## config.mk

```make
export PLATFORM = sky130hd
export DESIGN_NAME = lcs_ctrl
export DESIGN_NICKNAME = d
export VERILOG_FILES = /design/src/sv/lcs_pkg.sv /design/src/sv/lcs_ctrl.sv
export SDC_FILE = /design/constraint.sdc
export NUM_CORES = 1
export LEC_CHECK = 0
export BUFFER_PORTS_ARGS = -buffer_cell sky130_fd_sc_hd__buf_2
export CORE_AREA = 2 2 39 41
export DETAILED_ROUTE_END_ITERATION = 6
export DIE_AREA = 0 0 41 43
export RECOVER_POWER = 50
export SYNTH_ARGS = -nofsm -noshare
export SYNTH_HDL_FRONTEND = slang
export SYNTH_SLANG_ARGS = --single-unit
```

## constraint.sdc

```tcl
create_clock -name clk -period 1.1 [get_ports clk]
set_input_delay 0.165 -clock clk [delete_from_list [all_inputs] [get_ports clk]]
set_output_delay 0.165 -clock clk [all_outputs]
set_load 0.01 [all_outputs]
```

## src/sv/lcs_pkg.sv

```systemverilog
package lcs_pkg;
  localparam int MAX_LEN   = 256;
  localparam int LEN_W     = $clog2(MAX_LEN + 1);
  localparam int ADDR_W    = $clog2(MAX_LEN);
  localparam int FR_DEPTH  = 2 * MAX_LEN + 1;
  localparam int FR_W      = $clog2(FR_DEPTH);
  localparam int DIAG_W    = LEN_W + 2;

  localparam logic [1:0] FUNC_LOAD_A   = 2'd0;
  localparam logic [1:0] FUNC_LOAD_B   = 2'd1;
  localparam logic [1:0] FUNC_COMPUTE  = 2'd2;

  typedef struct packed {
    logic [1:0] func;
    logic [7:0] char_value;
  } lcs_in_t;

  typedef struct packed {
    logic [8:0] lcs_length;
    logic       overflow;
  } lcs_out_t;

  typedef enum logic [2:0] {
    OP_NONE,
    OP_START,     // seed frontier, set d=0, k=lo
    OP_READ,      // issue frontier reads for diagonal k
    OP_PICK,      // choose predecessor, form x
    OP_TXT,       // issue text reads at x,y
    OP_STEP,      // compare; advance snake
    OP_STORE,     // write frontier, move to next k / d
    OP_CLEAR      // clear lengths and flag
  } lcs_op_t;

  typedef struct packed {
    logic snake_ok;   // bounds ok and bytes match
    logic at_end;     // x>=m and y>=n
    logic last_k;     // k == hi
    logic empty;      // m==0 or n==0
  } lcs_stat_t;
endpackage

```

## src/sv/lcs_ctrl.sv

```systemverilog
module lcs_ctrl import lcs_pkg::*; (
  input  logic      clk,
  input  logic      rst_n,
  input  logic      in_valid,
  output logic      in_ready,
  input  logic [1:0] func,
  input  lcs_stat_t stat,
  output lcs_op_t   op,
  output logic      load_a,
  output logic      load_b,
  output logic      capture,
  input  logic      out_free
);
  typedef enum logic [2:0] {
    S_IDLE, S_START, S_READ, S_PICK, S_TXT, S_STEP, S_DONE
  } state_t;
  state_t state_r, state_nxt;

  logic acc;
  assign in_ready = (state_r == S_IDLE);
  assign acc      = in_valid && in_ready;
  assign load_a   = acc && func == FUNC_LOAD_A;
  assign load_b   = acc && func == FUNC_LOAD_B;

  always_comb begin
    state_nxt = state_r;
    op        = OP_NONE;
    capture   = 1'b0;
    unique case (state_r)
      S_IDLE: if (acc && func == FUNC_COMPUTE) state_nxt = S_START;
      S_START: begin
        if (stat.empty) state_nxt = S_DONE;
        else begin op = OP_START; state_nxt = S_READ; end
      end
      S_READ: begin op = OP_READ; state_nxt = S_PICK; end
      S_PICK: begin op = OP_PICK; state_nxt = S_TXT; end
      S_TXT:  begin op = OP_TXT;  state_nxt = S_STEP; end
      S_STEP: begin
        if (stat.snake_ok) begin op = OP_STEP; state_nxt = S_TXT; end
        else if (stat.at_end) state_nxt = S_DONE;
        else begin op = OP_STORE; state_nxt = S_READ; end
      end
      S_DONE: begin
        if (out_free) begin
          capture = 1'b1; op = OP_CLEAR; state_nxt = S_IDLE;
        end
      end
      default: state_nxt = S_IDLE;
    endcase
  end

  always_ff @(posedge clk) begin
    if (!rst_n) state_r <= S_IDLE;
    else        state_r <= state_nxt;
  end
endmodule

```

Word-level counts from Yosys, hierarchy flattened
Index checks and enable logic that the tools add are counted.

storage, ports and cells
  logic and storage cells = 31
  bits of input ports = 10
  output and inout bits = 7
  register bits = 3

operators by class
  eq/ne operators = 10
  reductions and logical operators = 7
  muxes and demuxes = 13

operators by type and width
  kind                  count
  $mux W3               8
  $pmux W3 S7           1
  $pmux W3 S6           1
  $eq A3 B3 Y1 const B  3
  $eq A3 B2 Y1 const B  2
  $logic_and A1 B1 Y1   4
  $eq A3 B1 Y1 const B  1
  $logic_not A3 Y1      1
  $mux W1               3
  $eq A2 B1 Y1 const B  1
  $eq A2 B2 Y1 const B  1
  $logic_not A2 Y1      1
  $ne A2 B1 Y1 const B  1
  $ne A2 B2 Y1 const B  1
  $reduce_and A2 Y1     1

Longest topological paths before layout
  depth in word-level cells = 5
  mapped depth = 4

Least setup slack after synthesis
Ideal clock, no wire load.

  path type = register -> output
  start point = register state_r[1]
  end point = output load_a
  arrival time = 972 ps
  cell stages (with the launch flop) = 4
  setup slack = -37 ps
  buffers on the path = 1
  data required time = 935 ps
  path through = dfxtp_1 buf_4 nor3_4 and4bb_2

on the way
  word-level cells in the longest chain between the ends = 3

RTL lines
  element                 RTL line        RTL
  start, declared         lcs_ctrl.sv:17  state_t state_r, state_nxt;
  start signal, assigned  lcs_ctrl.sv:54  else state_r <= state_nxt;
  $logic_not A3 Y1        lcs_ctrl.sv:20  assign in_ready = (state_r == S_IDLE);
  via in_ready            lcs_ctrl.sv:5   output logic in_ready,
  $logic_and A1 B1 Y1     lcs_ctrl.sv:21  assign acc = in_valid && in_ready;
  $logic_and A1 B1 Y1     lcs_ctrl.sv:22  assign load_a = acc && func == FUNC_LOAD_A;
  end, declared           lcs_ctrl.sv:9   output logic load_a,

The timed path passes the listed nets, and every way through them passes these cells.

Worst setup path after layout
  start point = register state_r[2]
  end point = output load_a

on the way
  word-level cells in the longest chain between the ends = 3

RTL lines
  element              RTL line
  $logic_not A3 Y1     lcs_ctrl.sv:20
  $logic_and A1 B1 Y1  lcs_ctrl.sv:21
  $logic_and A1 B1 Y1  lcs_ctrl.sv:22

No other way between the ends.

==> results.json <==
{
  "status": "finished, violations left",
  "violations": "negative setup slack",
  "die_y_microns": 43,
  "synth_cells": 36,
  "yosysWarnings": 0,
  "viasPerCell": 4.74,
  "synth_cell_types": 24,
  "async_flop_share_pct": 0,
  "portBuffers": 15,
  "slowest_stage": "dfxtp_2",
  "post-route-period-util_pct": 126,
  "ir_drop_mv": 0.564,
  "total_power_uw": 770,
  "cts_buffers": 3,
  "cts_tree": "built",
  "drt-total-wl_microns": 821,
  "max_freq_mhz": 719,
  "cts_max_level": 1,
  "slew_violations": 0,
  "final_area_sq_um": 582,
  "synth_seq_area_share_pct": 20.0,
  "grt_pass1_wl_mm": 1.37,
  "min_period_ps": 1390,
  "synth_top_area_cell": "dfxtp_1",
  "syn-cell-area_sq_um": 300,
  "skew_ps": 1.54,
  "nFillCells": 145,
  "path_cells": "buf_6 > nor3_4 > and4bb_2 > buf_6",
  "cts_root_buffer": "clkbuf_4",
  "relSlewSlack_pct": 80.5,
  "synth.area.top_cells": "dfxtp_1 (20%), nor3_4 (5.4%), a2111oi_2 (5.0%), buf_4 (5.0%), inv_1 (5.0%)",
  "first_global_vias": 339,
  "worst-path-buf-inv": 2,
  "rsz0062_at_grt": "true",
  "ys_top_cells_by_count": "inv_1 (4), nand2_1 (4), dfxtp_1 (3)",
  "cp_num_cells": 4,
  "syn_avg_cell_area_sq_um": 8.34,
  "vias": 384,
  "drive_above_1_share_pct": 67.7,
  "area.growth.synth_to_final_pct": 93.8,
  "grt_overflow": 0,
  "finalSetupViolations": 7,
  "synth_top_area_share_pct": 20.0,
  "fp-row-count": 14,
  "antenna_found_initial": 0,
  "worstHoldPathCells": 2,
  "final_util_pct": 42.0,
  "cts_hold_buf": 0,
  "drt-wirelength-per-cell_microns": 10.1,
  "first_iter_violations": 1,
  "finalNetCount": 76,
  "leakagePower_nw": 0.278,
  "arrival_ps": 1230,
  "hold_class": "primary input to register",
  "finalHoldViolations": 0,
  "synth_seq_cells": 3,
  "firstDrtPassIters": 2,
  "crit_path_max_incr_delay_ps": 330,
  "clkTransAtPathRegs_ps": 30,
  "tightest_slew_ps": 291,
  "hp-start": "rst_n",
  "postRouteAntennaNets": 0,
  "synth-edff-count": 0,
  "cap_violations": 0,
  "fp.coreArea_sq_um": 1380,
  "antenna_cells": 0,
  "die_area_sq_um": 1760,
  "synth.net_count": 46,
  "gp_congestion": 0.727,
  "path_max_fanout": 3,
  "grtUsageTotal_pct": 10.9,
  "drc": 0,
  "cp_top_family": "simple AND/OR/NAND/NOR gates",
  "reg2reg_to": "state_r[2]",
  "powerDensity_nw_per_um2": 1320,
  "reg2reg_depth": 5,
  "setup_tns_ps": -1560,
  "regMostFlops": "state_r",
  "r2r_slack_ps": 20,
  "place_area_sq_um": 455,
  "crit_required_ps": 940,
  "fp.dieW_microns": 41,
  "holdPathEnd": "state_r[2]",
  "largest_reg_flops": 3,
  "end_kind": "primary output",
  "place_hpwl_microns": 604,
  "r2r_start": "state_r[2]",
  "cpMostUsedCell": "buf_6",
  "ios": 17,
  "setup_ws_ps": -291,
  "initial_core_util_pct": 21.7,
  "cp-start-kind": "register",
  "ys.flop_type": "dfxtp_1",
  "cts_sinks": 3,
  "insertion_delay_ps": 230,
  "path_class": "register to primary output",
  "reg_top3": "state_r x3",
  "clockBufferDepth": 2,
  "grt_max_degree": 7
}
[what timing repair did]
item,CTS,global route
setup buffers,2,2
resized for setup,14,6
pin swaps,4,3
endpoints found under the setup margin,8,8
[kinds of logic (layout without fill, tap and decap cells)]
family                 after synthesis  after routing  share of synthesized area (%)
DFF                                  3              3                           20.0
AOI/OAI and AO/OA                   10             10                           27.9
muxes                                1              1                           3.33
and+or+nand+nor                     15             15                           37.1
buffers and inverters                7             36                           11.7
[cell usage in the layout (no fill, tap or decap), drive strengths merged]
cell / n
buf: 28
o21ai: 1
clkbuf: 4
dfxtp: 3
a31oi: 1
inv: 4
a311oi: 1
nor3: 3
o31a: 1
o21a: 1
nor2b: 2
a2111oi: 1
o211a: 1
o2bb2ai: 1
nand3b: 2
and4b: 1
nand2: 4
a22o: 1
mux2i: 1
and4bb: 1
nor3b: 2
a21oi: 1
[how the worst max path moves through the flow]
stage | startpoint | endpoint | slack (ps)
2_1_floorplan | state_r[0] | op[0] | 5
3_3_place_gp | state_r[0] | load_a | -120
3_5_place_dp | state_r[0] | load_a | -140
4_1_cts | state_r[2] | load_a | -300
5_1_grt | state_r[2] | load_a | -360
6_report | state_r[2] | load_a | -290
[power breakdown]
group          switching, mW  internal, mW  total [mW]
Sequential            0.0207         0.131       0.152
Combinational          0.178         0.251       0.429
Clock                 0.0529         0.136       0.189
Total                  0.251         0.518       0.770
[metal layers]
layer | vias to the layer above | global-route usage (%) | part of all wire [%] | wire length, microns
met3 | 0 | 3.14 | 6.8 | 56
li1 | 192 | - | - | -
met4 | 0 | 2.00 | 0 | 0
met2 | 11 | 17.8 | 52 | 430
met1 | 181 | 13.8 | 41 | 334
met5 | - | 0 | 0 | 0
[stage by stage]
stage	hold slack, ps	instances	setup slack [ps]
4_1_cts	186	79	-301
6_report	188	81	-291
3_5_place_dp	433	73	-141
3_3_place_gp	422	73	-119
5_1_grt	198	81	-356
2_1_floorplan	293	36	5.06
[final cells by class]
type	instances	area (sq um)	share of cell area [%]
flip-flops and latches	3	66.3	11.4
repair buffers	28	214	36.8
clock buffers	4	26.3	4.52
inverters	4	15.0	2.58
multi-input cells	26	240	41.3
well taps	16	20.0	3.44
(Power assumes the default switching activity.)
